--- src/sv/brlq_pkg.sv ---
// ----------------------------------------------------------------------------
// brlq_pkg: shared types and constants for the byte rate limiter queue
// Field widths, command and verdict codes, register indexes and the
// fixed-point constants of the per-tick budget (divide by 1000, half up).
// ----------------------------------------------------------------------------
`timescale 1ns / 1ps

package brlq_pkg;

    // Default sizes handed to the top level parameters
    localparam int QUEUE_DEPTH_DEF    = 16;
    localparam int REQUESTER_BITS_DEF = 8;

    // Grants one tick may produce
    localparam int MAX_RESULTS = 16;
    localparam int CNT_W       = $clog2(MAX_RESULTS + 1);

    // Field widths
    localparam int DATA_W    = 32;
    localparam int ID_W      = 8;
    localparam int KIND_W    = 2;
    localparam int VERDICT_W = 2;
    localparam int ELAPSED_W = 16;
    localparam int CFG_IDX_W = 1;

    // Budget arithmetic: elapsed_ms * max_rate fits 48 bits, then / 1000
    localparam int PROD_W     = ELAPSED_W + DATA_W;
    localparam int DIVISOR    = 1000;
    localparam int ROUND_BIAS = DIVISOR / 2;
    localparam int REM_W      = $clog2(DIVISOR);

    // Divider digits: 16 quotient bits per step from a 26-bit partial
    // dividend, found by multiplying with ceil(2^36 / 1000)
    localparam int CHUNK_W     = 16;
    localparam int CHUNKS      = PROD_W / CHUNK_W;
    localparam int PART_W      = REM_W + CHUNK_W;
    localparam int RECIP_SHIFT = PART_W + REM_W;
    localparam int RECIP_W     = 27;
    localparam logic [RECIP_W-1:0] RECIP =
        RECIP_W'(((64'd1 << RECIP_SHIFT) + 64'(DIVISOR - 1)) / 64'(DIVISOR));
    localparam int STEP_W      = $clog2(CHUNKS);

    // Command codes
    localparam logic [KIND_W-1:0] KIND_REQUEST = 2'd0;
    localparam logic [KIND_W-1:0] KIND_TICK    = 2'd1;
    localparam logic [KIND_W-1:0] KIND_KILL    = 2'd2;

    // Verdict codes
    localparam logic [VERDICT_W-1:0] VERDICT_ALLOWED  = 2'd0;
    localparam logic [VERDICT_W-1:0] VERDICT_QUEUED   = 2'd1;
    localparam logic [VERDICT_W-1:0] VERDICT_REJECTED = 2'd2;
    localparam logic [VERDICT_W-1:0] VERDICT_GRANT    = 2'd3;

    // Configuration register indexes
    localparam logic [CFG_IDX_W-1:0] CFG_MAX_RATE = 1'b0;
    localparam logic [CFG_IDX_W-1:0] CFG_SHARE    = 1'b1;

endpackage

--- src/sv/brlq_div.sv ---
// ----------------------------------------------------------------------------
// brlq_div: divider by the constant 1000
// Produces the quotient 16 bits at a time: each digit comes from a reciprocal
// multiply of remainder and next dividend chunk, followed by a retire step.
// ----------------------------------------------------------------------------
`timescale 1ns / 1ps

module brlq_div (
    input  logic                         clk,
    input  logic                         rst_n,
    input  logic                         start,
    input  logic [brlq_pkg::PROD_W-1:0]  dividend,
    output logic                         done,
    output logic [brlq_pkg::PROD_W-1:0]  quotient
);
    import brlq_pkg::*;

    localparam int RPROD_W = PART_W + RECIP_W;

    logic [PROD_W-1:0]  work_reg;
    logic [PROD_W-1:0]  work_next;
    logic [REM_W-1:0]   rem_reg;
    logic [REM_W-1:0]   rem_next;
    logic [RPROD_W-1:0] scaled_reg;
    logic [STEP_W-1:0]  step_reg;
    logic               run_reg;
    logic               phase_reg;
    logic               done_reg;
    logic [PART_W-1:0]  part;
    logic [CHUNK_W-1:0] digit;
    logic [PART_W-1:0]  digit_back;

    // Form the partial dividend and split off one quotient digit
    always_comb
    begin
        part       = {rem_reg, work_reg[PROD_W-1 -: CHUNK_W]};
        digit      = scaled_reg[RECIP_SHIFT +: CHUNK_W];
        digit_back = PART_W'(digit) * PART_W'(DIVISOR);
        rem_next   = REM_W'(part - digit_back);
        work_next  = {work_reg[PROD_W-CHUNK_W-1:0], digit};
    end

    // Sequence the digits: multiply, then retire
    always_ff @(posedge clk or negedge rst_n)
    begin
        if (!rst_n)
        begin
            run_reg   <= 1'b0;
            phase_reg <= 1'b0;
            step_reg  <= '0;
            done_reg  <= 1'b0;
        end
        else
        begin
            done_reg <= 1'b0;
            if (start)
            begin
                run_reg   <= 1'b1;
                phase_reg <= 1'b0;
                step_reg  <= '0;
            end
            else if (run_reg)
            begin
                phase_reg <= !phase_reg;
                if (phase_reg)
                begin
                    step_reg <= step_reg + 1'b1;
                    if (step_reg == STEP_W'(CHUNKS - 1))
                    begin
                        run_reg  <= 1'b0;
                        done_reg <= 1'b1;
                    end
                end
            end
        end
    end

    // Hold the working word, remainder and scaled partial dividend
    always_ff @(posedge clk)
    begin
        if (start)
        begin
            work_reg <= dividend;
            rem_reg  <= '0;
        end
        else if (run_reg && !phase_reg)
        begin
            scaled_reg <= RPROD_W'(part) * RPROD_W'(RECIP);
        end
        else if (run_reg)
        begin
            work_reg <= work_next;
            rem_reg  <= rem_next;
        end
    end

    assign done     = done_reg;
    assign quotient = work_reg;

endmodule

--- src/sv/brlq_mem.sv ---
// ----------------------------------------------------------------------------
// brlq_mem: storage of the pending request queue
// One write port and one read port with registered read data; holds the
// requester and the remaining byte count of each queued word.
// ----------------------------------------------------------------------------
`timescale 1ns / 1ps

module brlq_mem #(
    parameter int DEPTH = brlq_pkg::QUEUE_DEPTH_DEF,
    parameter int OWN_W = brlq_pkg::ID_W
) (
    input  logic                         clk,
    input  logic                         wr_en,
    input  logic [$clog2(DEPTH)-1:0]     wr_addr,
    input  logic [OWN_W-1:0]             wr_owner,
    input  logic [brlq_pkg::DATA_W-1:0]  wr_bytes,
    input  logic [$clog2(DEPTH)-1:0]     rd_addr,
    output logic [OWN_W-1:0]             rd_owner,
    output logic [brlq_pkg::DATA_W-1:0]  rd_bytes
);
    import brlq_pkg::*;

    logic [OWN_W-1:0]  owner_mem [DEPTH];
    logic [DATA_W-1:0] bytes_mem [DEPTH];

    // Write one word
    always_ff @(posedge clk)
    begin
        if (wr_en)
        begin
            owner_mem[wr_addr] <= wr_owner;
            bytes_mem[wr_addr] <= wr_bytes;
        end
    end

    // Register the read word
    always_ff @(posedge clk)
    begin
        rd_owner <= owner_mem[rd_addr];
        rd_bytes <= bytes_mem[rd_addr];
    end

endmodule

--- src/sv/byte_rate_limiter_queue_core.sv ---
// ----------------------------------------------------------------------------
// byte_rate_limiter_queue_core: byte-rate limiter with a pending request queue
// Passes, queues or rejects send requests, hands out a per-tick byte budget
// to queued requests in order, and removes the words of a killed requester.
//
// Usage:
//   Commands enter on start/kind/requester/byte_count/current_rate/elapsed_ms
//   and are taken at an edge where start is high and busy is low. Results
//   leave on result_valid with verdict/granted_to/granted_bytes/last, one
//   cycle each; the receiver cannot stall them, and last marks the final
//   result of a command. max_rate and share_check_enable are written on the
//   cfg_valid/cfg_ready channel (cfg_ready is always high), while idle; the
//   user must keep to this, as the block itself does not enforce it.
// Steps after the accepting edge:
//   Request: busy in S_REQ only, result on the ports the cycle after.
//   Tick: product in S_TICK, launch in S_MUL, the divider by 1000 in S_DIV
//     (three reciprocal-multiply digit steps, then a hand-over), then a
//     queue read (S_GRD) and a decision (S_GRP) per grant.
//     With max_rate zero the divider is skipped. At most 16 grants per tick.
//   Kill: a read (S_KRD) and a compaction step (S_KPR) per queued word, then a
//     final S_KRD; no result. Unknown command: taken and dropped, not busy.
// Reset clears the state and configuration registers, the queue pointers and
// the carried budget, but no payload register; queue storage needs no clearing.
// ----------------------------------------------------------------------------
`timescale 1ns / 1ps

module byte_rate_limiter_queue_core #(
    parameter int QUEUE_DEPTH    = brlq_pkg::QUEUE_DEPTH_DEF,
    parameter int REQUESTER_BITS = brlq_pkg::REQUESTER_BITS_DEF
) (
    input  logic                            clk,
    input  logic                            rst_n,
    // command channel
    input  logic                            start,
    output logic                            busy,
    input  logic [brlq_pkg::KIND_W-1:0]     kind,
    input  logic [brlq_pkg::ID_W-1:0]       requester,
    input  logic [brlq_pkg::DATA_W-1:0]     byte_count,
    input  logic [brlq_pkg::DATA_W-1:0]     current_rate,
    input  logic [brlq_pkg::ELAPSED_W-1:0]  elapsed_ms,
    // result channel
    output logic                            result_valid,
    output logic [brlq_pkg::VERDICT_W-1:0]  verdict,
    output logic [brlq_pkg::ID_W-1:0]       granted_to,
    output logic [brlq_pkg::DATA_W-1:0]     granted_bytes,
    output logic                            last,
    // configuration channel
    input  logic                            cfg_valid,
    output logic                            cfg_ready,
    input  logic [brlq_pkg::CFG_IDX_W-1:0]  cfg_index,
    input  logic [brlq_pkg::DATA_W-1:0]     cfg_data
);
    import brlq_pkg::*;

    localparam int PTR_W = $clog2(QUEUE_DEPTH);
    localparam int FILL_W = $clog2(QUEUE_DEPTH + 1);
    localparam int OWN_W = (REQUESTER_BITS < ID_W) ? REQUESTER_BITS : ID_W;

    // State codes
    localparam logic [3:0] S_IDLE = 4'd0;
    localparam logic [3:0] S_REQ  = 4'd1;
    localparam logic [3:0] S_TICK = 4'd2;
    localparam logic [3:0] S_MUL  = 4'd3;
    localparam logic [3:0] S_DIV  = 4'd4;
    localparam logic [3:0] S_GRD  = 4'd5;
    localparam logic [3:0] S_GRP  = 4'd6;
    localparam logic [3:0] S_KRD  = 4'd7;
    localparam logic [3:0] S_KPR  = 4'd8;

    // Modular add of an offset below the depth onto a queue pointer
    function automatic logic [PTR_W-1:0] wrap_add(input logic [PTR_W-1:0] base,
                                                  input logic [FILL_W-1:0] off);
        logic [FILL_W:0] sum;
        sum = (FILL_W+1)'(base) + (FILL_W+1)'(off);
        if (sum >= (FILL_W+1)'(QUEUE_DEPTH))
            sum = sum - (FILL_W+1)'(QUEUE_DEPTH);
        return sum[PTR_W-1:0];
    endfunction

    logic [3:0]           state_reg, state_next;
    logic [PTR_W-1:0]     head_reg, head_next;
    logic [FILL_W-1:0]    fill_reg, fill_next;
    logic [DATA_W-1:0]    carry_reg, carry_next;
    logic [DATA_W-1:0]    budget_reg, budget_next;
    logic [CNT_W-1:0]     n_reg, n_next;
    logic                 zero_reg, zero_next;
    logic [FILL_W-1:0]    idx_reg, idx_next;
    logic [FILL_W-1:0]    keep_reg, keep_next;

    logic [DATA_W-1:0]    max_rate_reg;
    logic                 share_reg;

    logic [OWN_W-1:0]     who_reg;
    logic [DATA_W-1:0]    bytes_reg;
    logic [DATA_W-1:0]    cur_reg;
    logic [ELAPSED_W-1:0] elapsed_reg;
    logic [PROD_W-1:0]    prod_reg;

    logic                 rv_reg, rv_next;
    logic [VERDICT_W-1:0] verdict_reg, verdict_next;
    logic [ID_W-1:0]      to_reg, to_next;
    logic [DATA_W-1:0]    out_bytes_reg, out_bytes_next;
    logic                 last_reg, last_next;

    logic                 accept;
    logic                 div_start;
    logic                 div_done;
    logic [PROD_W-1:0]    quot;
    logic [DATA_W:0]      sat_sum;
    logic [DATA_W-1:0]    new_budget;
    logic [DATA_W+1:0]    cur4;
    logic [DATA_W+1:0]    max3;
    logic                 pass;
    logic                 fits;
    logic [DATA_W-1:0]    spent;
    logic                 ends_here;

    logic                 wr_en;
    logic [PTR_W-1:0]     wr_addr;
    logic [OWN_W-1:0]     wr_owner;
    logic [DATA_W-1:0]    wr_bytes;
    logic [PTR_W-1:0]     rd_addr;
    logic [OWN_W-1:0]     rd_owner;
    logic [DATA_W-1:0]    rd_bytes;

    assign accept    = start && !busy;
    assign busy      = (state_reg != S_IDLE);
    assign cfg_ready = 1'b1;
    assign div_start = (state_reg == S_MUL);

    // Queue storage
    brlq_mem #(
        .DEPTH (QUEUE_DEPTH),
        .OWN_W (OWN_W)
    ) u_mem (
        .clk      (clk),
        .wr_en    (wr_en),
        .wr_addr  (wr_addr),
        .wr_owner (wr_owner),
        .wr_bytes (wr_bytes),
        .rd_addr  (rd_addr),
        .rd_owner (rd_owner),
        .rd_bytes (rd_bytes)
    );

    // Divider for round(product / 1000)
    brlq_div u_div (
        .clk      (clk),
        .rst_n    (rst_n),
        .start    (div_start),
        .dividend (prod_reg + PROD_W'(ROUND_BIAS)),
        .done     (div_done),
        .quotient (quot)
    );

    // Pass rule: max_rate zero, or share check on and 4 * current_rate < 3 * max_rate
    always_comb
    begin
        cur4 = {cur_reg, 2'b00};
        max3 = {2'b00, max_rate_reg} + {1'b0, max_rate_reg, 1'b0};
        pass = (max_rate_reg == '0) || (share_reg && (cur4 < max3));
    end

    // Saturate quotient plus carried budget to 32 bits
    always_comb
    begin
        sat_sum    = {1'b0, quot[DATA_W-1:0]} + {1'b0, carry_reg};
        new_budget = ((|quot[PROD_W-1:DATA_W]) || sat_sum[DATA_W]) ? '1
                                                                   : sat_sum[DATA_W-1:0];
    end

    // Grant decision on the head word
    always_comb
    begin
        fits  = (rd_bytes <= budget_reg);
        spent = budget_reg - rd_bytes;
    end

    // Queue read address
    always_comb
    begin
        if (state_reg == S_KRD)
            rd_addr = wrap_add(head_reg, idx_reg);
        else
            rd_addr = head_reg;
    end

    // Sequencer
    always_comb
    begin
        state_next     = state_reg;
        head_next      = head_reg;
        fill_next      = fill_reg;
        carry_next     = carry_reg;
        budget_next    = budget_reg;
        n_next         = n_reg;
        zero_next      = zero_reg;
        idx_next       = idx_reg;
        keep_next      = keep_reg;
        rv_next        = 1'b0;
        verdict_next   = verdict_reg;
        to_next        = to_reg;
        out_bytes_next = out_bytes_reg;
        last_next      = last_reg;
        wr_en          = 1'b0;
        wr_addr        = head_reg;
        wr_owner       = rd_owner;
        wr_bytes       = rd_bytes;
        ends_here      = 1'b0;

        unique case (state_reg)
            S_IDLE:
            begin
                if (accept)
                begin
                    unique case (kind)
                        KIND_REQUEST: state_next = S_REQ;
                        KIND_TICK:    state_next = S_TICK;
                        KIND_KILL:
                        begin
                            idx_next   = '0;
                            keep_next  = '0;
                            state_next = S_KRD;
                        end
                        default:      state_next = S_IDLE;
                    endcase
                end
            end

            S_REQ:
            begin
                rv_next        = 1'b1;
                to_next        = ID_W'(who_reg);
                last_next      = 1'b1;
                out_bytes_next = '0;
                if (pass)
                begin
                    verdict_next   = VERDICT_ALLOWED;
                    out_bytes_next = bytes_reg;
                end
                else if (fill_reg == FILL_W'(QUEUE_DEPTH))
                begin
                    verdict_next = VERDICT_REJECTED;
                end
                else
                begin
                    verdict_next = VERDICT_QUEUED;
                    wr_en        = 1'b1;
                    wr_addr      = wrap_add(head_reg, fill_reg);
                    wr_owner     = who_reg;
                    wr_bytes     = bytes_reg;
                    fill_next    = fill_reg + 1'b1;
                end
                state_next = S_IDLE;
            end

            S_TICK:
            begin
                n_next = '0;
                if (max_rate_reg == '0)
                begin
                    carry_next = '0;
                    zero_next  = 1'b1;
                    state_next = (fill_reg == '0) ? S_IDLE : S_GRD;
                end
                else
                begin
                    state_next = (fill_reg == '0) ? S_IDLE : S_MUL;
                end
            end

            S_MUL:
            begin
                state_next = S_DIV;
            end

            S_DIV:
            begin
                if (div_done)
                begin
                    carry_next  = '0;
                    budget_next = new_budget;
                    zero_next   = 1'b0;
                    state_next  = (new_budget == '0) ? S_IDLE : S_GRD;
                end
            end

            S_GRD:
            begin
                state_next = S_GRP;
            end

            S_GRP:
            begin
                rv_next      = 1'b1;
                verdict_next = VERDICT_GRANT;
                to_next      = ID_W'(rd_owner);
                n_next       = n_reg + 1'b1;
                if (zero_reg || fits)
                begin
                    // release the head word
                    out_bytes_next = zero_reg ? '0 : rd_bytes;
                    head_next      = (head_reg == PTR_W'(QUEUE_DEPTH - 1)) ? '0
                                                                           : head_reg + 1'b1;
                    fill_next      = fill_reg - 1'b1;
                    if (!zero_reg)
                        budget_next = spent;
                    ends_here = (fill_reg == FILL_W'(1)) ||
                                (!zero_reg && (spent == '0)) ||
                                (n_reg == CNT_W'(MAX_RESULTS - 1));
                end
                else
                begin
                    // serve part of the head word and keep its remainder
                    out_bytes_next = budget_reg;
                    wr_en          = 1'b1;
                    wr_addr        = head_reg;
                    wr_owner       = rd_owner;
                    wr_bytes       = rd_bytes - budget_reg;
                    budget_next    = '0;
                    ends_here      = 1'b1;
                end
                last_next = ends_here;
                if (ends_here)
                begin
                    if (!zero_reg)
                        carry_next = budget_next;
                    state_next = S_IDLE;
                end
                else
                begin
                    state_next = S_GRD;
                end
            end

            S_KRD:
            begin
                if (idx_reg == fill_reg)
                begin
                    fill_next  = keep_reg;
                    state_next = S_IDLE;
                end
                else
                begin
                    state_next = S_KPR;
                end
            end

            S_KPR:
            begin
                // compact surviving words toward the head
                if (rd_owner != who_reg)
                begin
                    wr_en     = 1'b1;
                    wr_addr   = wrap_add(head_reg, keep_reg);
                    keep_next = keep_reg + 1'b1;
                end
                idx_next   = idx_reg + 1'b1;
                state_next = S_KRD;
            end

            default:
            begin
                state_next = S_IDLE;
            end
        endcase
    end

    // Control registers
    always_ff @(posedge clk or negedge rst_n)
    begin
        if (!rst_n)
        begin
            state_reg <= S_IDLE;
            head_reg  <= '0;
            fill_reg  <= '0;
            carry_reg <= '0;
            n_reg     <= '0;
            zero_reg  <= 1'b0;
            idx_reg   <= '0;
            keep_reg  <= '0;
            rv_reg    <= 1'b0;
        end
        else
        begin
            state_reg <= state_next;
            head_reg  <= head_next;
            fill_reg  <= fill_next;
            carry_reg <= carry_next;
            n_reg     <= n_next;
            zero_reg  <= zero_next;
            idx_reg   <= idx_next;
            keep_reg  <= keep_next;
            rv_reg    <= rv_next;
        end
    end

    // Configuration registers
    always_ff @(posedge clk or negedge rst_n)
    begin
        if (!rst_n)
        begin
            max_rate_reg <= '0;
            share_reg    <= 1'b0;
        end
        else if (cfg_valid && cfg_ready)
        begin
            unique case (cfg_index)
                CFG_MAX_RATE: max_rate_reg <= cfg_data;
                CFG_SHARE:    share_reg    <= cfg_data[0];
            endcase
        end
    end

    // Payload registers
    always_ff @(posedge clk)
    begin
        if (accept)
        begin
            who_reg     <= requester[OWN_W-1:0];
            bytes_reg   <= byte_count;
            cur_reg     <= current_rate;
            elapsed_reg <= elapsed_ms;
        end
        if (state_reg == S_TICK)
            prod_reg <= PROD_W'(elapsed_reg) * PROD_W'(max_rate_reg);
        budget_reg    <= budget_next;
        verdict_reg   <= verdict_next;
        to_reg        <= to_next;
        out_bytes_reg <= out_bytes_next;
        last_reg      <= last_next;
    end

    assign result_valid  = rv_reg;
    assign verdict       = verdict_reg;
    assign granted_to    = to_reg;
    assign granted_bytes = out_bytes_reg;
    assign last          = last_reg;

`ifndef SYNTH
    a_fill_bound: assert property (@(posedge clk) disable iff (!rst_n)
        fill_reg <= FILL_W'(QUEUE_DEPTH))
        else $error("queue fill above depth");

    a_more_busy: assert property (@(posedge clk) disable iff (!rst_n)
        (result_valid && !last) |-> busy)
        else $error("result pending but sequencer idle");

    a_req_latency: assert property (@(posedge clk) disable iff (!rst_n)
        (start && !busy && kind == KIND_REQUEST) |=> busy ##1 (result_valid && last))
        else $error("request result not delivered on time");

    a_single_verdict: assert property (@(posedge clk) disable iff (!rst_n)
        (result_valid && verdict != VERDICT_GRANT) |-> last)
        else $error("request verdict not marked last");
`endif

endmodule

--- config.mk ---
export PLATFORM = sky130hd
export DESIGN_NAME = byte_rate_limiter_queue_core
export DESIGN_NICKNAME = d
export VERILOG_FILES = /design/src/sv/brlq_pkg.sv /design/src/sv/brlq_div.sv /design/src/sv/brlq_mem.sv /design/src/sv/byte_rate_limiter_queue_core.sv
export SDC_FILE = /design/constraint.sdc
export NUM_CORES = 2
export LEC_CHECK = 0
export ABC_CLOCK_PERIOD_IN_PS = 9780
export BUFFER_PORTS_ARGS = -buffer_cell sky130_fd_sc_hd__buf_4
export CAP_MARGIN = 20
export CORE_ASPECT_RATIO = 0.9
export CORE_MARGIN = 10
export CORE_UTILIZATION = 45
export DETAILED_ROUTE_END_ITERATION = 10
export PLACE_DENSITY = 0.7
export SETUP_SLACK_MARGIN = 0.02
export SLEW_MARGIN = 10
export SYNTH_ARGS = -nofsm -noshare
export SYNTH_HDL_FRONTEND = slang
export SYNTH_SLANG_ARGS = --single-unit
--- constraint.sdc ---
create_clock -name clk -period 9.78 [get_ports clk]
set_input_delay 0.489 -clock clk [delete_from_list [all_inputs] [get_ports clk]]
set_output_delay 0.489 -clock clk [all_outputs]
set_load 0.01 [all_outputs]
==> impl_metrics.csv <==
group,metric,value,unit
yosys,yosysTopAreaCell,"edfxtp_1",
timing,hold_viol,0,
yosys,yosysWarningCount,0,
timing,finalSetupViolations,0,
finish,fill_cells,14940,
yosys,synth_area,78630,um^2
outcome,status,"complete, no violations",
finish,fin_area,87450,um^2
cts,cts_resized,0,
die,start_util,45.29,%
timing,finalClockSkew,0.05925,ns
cts,clkSinkCount,1065,
worst_setup_path,cp-start-kind,"flip-flop",
yosys,yosys_register_bits,1065,
cts,cts_inserted_buffers,109,
die,io_pins,173,
detailed_routing,vias,55070,
yosys,syn_inst,7167,
die,core_area,173600,um^2
detailed_routing,ant_nets,0,
global_route,grt_pass1_wl,337200,um
worst_setup_path,worstSetupPathType,"reg -> reg",
cts,cts_root_buf,"clkbuf_16",
cts,post-cts-setup-buffer-count,0,
yosys,yosysSeqAreaShare,39.40,%
global_route,first_global_vias,55760,
placed_design,dp_hpwl,158500,um
yosys,synth.area.top_cells,"edfxtp_1 35%, fa_1 16%, ha_1 9.7%",
detailed_routing,first_pass_iters,8,
finish,syn_to_final_growth,11.21,%
worst_setup_path,rr_worst_depth,22,
die,die_w,460.6,um
worst_setup_path,crit_path_cell_trace,"inv_1 -> ha_1 -> a21oi_1 -> a21boi_1 -> a41o_1 -> a211oi_1 -> o21ai_0 -> o221ai_1 -> o2111a_1 -> o21bai_1 -> a21oi_1 -> xnor2_1 -> ha_1 -> nand4_1 -> nor2_1 -> and3_1 -> a32oi_1 -> a21oi_1 -> a31oi_1 -> xnor2_1 -> nor3_2 -> buf_12",
worst_setup_path,setup.worst_path.end_class,"flip-flop",
finish,num_antenna_cells,0,
finish,largest-register,"u_mem.bytes_mem",
finish,multi_input_area,42680,um^2
yosys,synth_flop_cell,"edfxtp_1",
yosys,synth_fp_nets,8543,
cts,cts_buffer_depth,3,
yosys,synthDistinctLibCells,102,
placed_design,io_buffer_count,171,
cts,htree_levels,3,
yosys,yosysTopAreaCellShare,34.94,%
detailed_routing,drc,0,
timing,fmax,121.8,MHz
finish,regArea,30980,um^2
detailed_routing,vias_per_cell,5.677,
finish,drive_above_1_share,7.260,%
global_route,grt.total_usage,22.43,%
detailed_routing,drt-wirelength-per-cell,22.47,um
timing,hold-worst-slack,0.06021,ns
finish,reg_top3,"u_mem.bytes_mem: 512 flops, u_mem.owner_mem: 128 flops",
cts,clk_pin_slew,0.06,ns
worst_setup_path,crit_fanout,32,
placed_design,gp_congestion,0.9600,
die,die_h,416.6,um
timing,relSlewSlack,23.15,%
yosys,postSynth.asyncResetShare,9.390,%
finish,fin_nets,8706,
yosys,synth_edf_count,915,
flow_run,drv_cap,0,
timing,worst_pin_slew,1.147,ns
die,rows,145,
worst_setup_path,cp_data_required_time,10.20,ns
finish,postLayoutCoreUtil,50.37,%
detailed_routing,drt-total-wl,218000,um
placed_design,post_dp_cell_area,82360,um^2
timing,rsz0062_at_grt,"false",
yosys,synth.avg_cell_area,10.97,um^2
worst_setup_path,cpMaxStageDelayCell,"nor3_2",
hold_path,hp-class,"in -> reg",
finish,final_common_cell,"inv_1",
cts,cts_hold_buffers,120,
finish,final_cell_mix,"1029 x inv_1, 915 x edfxtp_1, 806 x nand2_1",
worst_setup_path,critical-path-max-stage-delay,1.00,ns
timing,slew_violations,0,
die,die-area,191900,um^2
global_route,overflow,0,
timing,period_share,83.98,%
timing,setup_tns,0,ns
hold_path,whs_path_depth,2,
finish,largest_reg_flops,512,
global_route,grt_max_degree,132,
cts,clk_latency,0.76,ns
worst_setup_path,crit_arrival,8.63,ns
timing,fin_crit,8.213,ns
global_route,grt_antenna_before_repair,7,
worst_setup_path,crit_top_cell,"a21oi_1",
detailed_routing,drt_iter0_markers,5421,
cts,cts_tree,"built",
==> synth_stat cells (32+ instances only) <==
library cell,n
nand4_1,54
clkbuf_1,268
mux4_2,40
a31oi_1,60
a211oi_1,160
nor3_1,79
xor2_1,102
nand3_1,78
xnor2_1,131
buf_2,34
mux2i_1,180
a311oi_1,48
dfxtp_1,50
and2_1,314
nor2_1,206
a222oi_1,32
fa_1,641
nand2b_1,34
nand2_1,809
dfrtp_1,100
edfxtp_1,915
o21ai_0,227
a21o_1,142
a21oi_1,275
ha_1,608
inv_1,1029
and3_1,64
nor2b_1,38
==> cell families after synthesis <==
group           after synthesis  share of synthesized area, %
flops                      1065                         39.40
xor+xnor                    233                         2.595
mux                         245                         3.838
other cells                   1                      0.004769
buf+inv                    1350                         6.576
compound gates             1254                         10.82
fa+ha+maj                  1249                         25.99
simple gates               1770                         10.78
==> final timing paths <==
check                      slack [ns]                endpoint             from
setup / recovery                 1.57  u_mem.bytes_mem[5][15]  max_rate_reg[2]
hold / removal                   0.06               share_reg      cfg_data[0]
setup reg to reg                 1.57  u_mem.bytes_mem[5][15]  max_rate_reg[2]
hold reg to reg                  0.50            carry_reg[0]     carry_reg[0]
max in group asynchronous        8.10            state_reg[2]            rst_n
min in group asynchronous        0.38            result_valid            rst_n
==> critical path, delay by kind of cell (launching register included) <==
kind,cells,cell delay [ns]
DFF,1,0.92
AOI/OAI and AO/OA,12,3.72
adders and majority gates,2,0.71
and+or+nand+nor,4,1.53
xor gates and xnor gates,2,0.51
buffers and inverters,2,0.50
==> metal layers <==
metal	routed length [um]	vias to the layer above	part of all wire, %	GRT usage (%)
met5	41	-	0.019	0
met4	5480	6	2.5	5.477
met3	20470	293	9.4	4.932
met2	97000	2440	44	34.59
met1	95000	27360	44	32.15
li1	-	24980	-	-
==> final cells by class <==
cell class | instances | share of cell area [%]
Clock inverter | 59 | 0.9271
Multi-Input combinational cell | 4752 | 48.81
Clock buffer | 146 | 3.395
Timing Repair Buffer | 373 | 3.769
Sequential cell | 1065 | 35.43
Inverter | 1029 | 4.417
Tap cell | 2278 | 3.259
==> metrics by stage <==
step,setup slack [ns],instances
global placement,2.044,9368
finish,1.567,9702
detailed placement,1.748,9371
floorplan,1.756,7167
global route,1.151,9702
CTS,1.731,9696
Power is left out: the tool's default activity adds up to more than one toggle a clock period on the data nets, which glitch-free logic cannot reach.
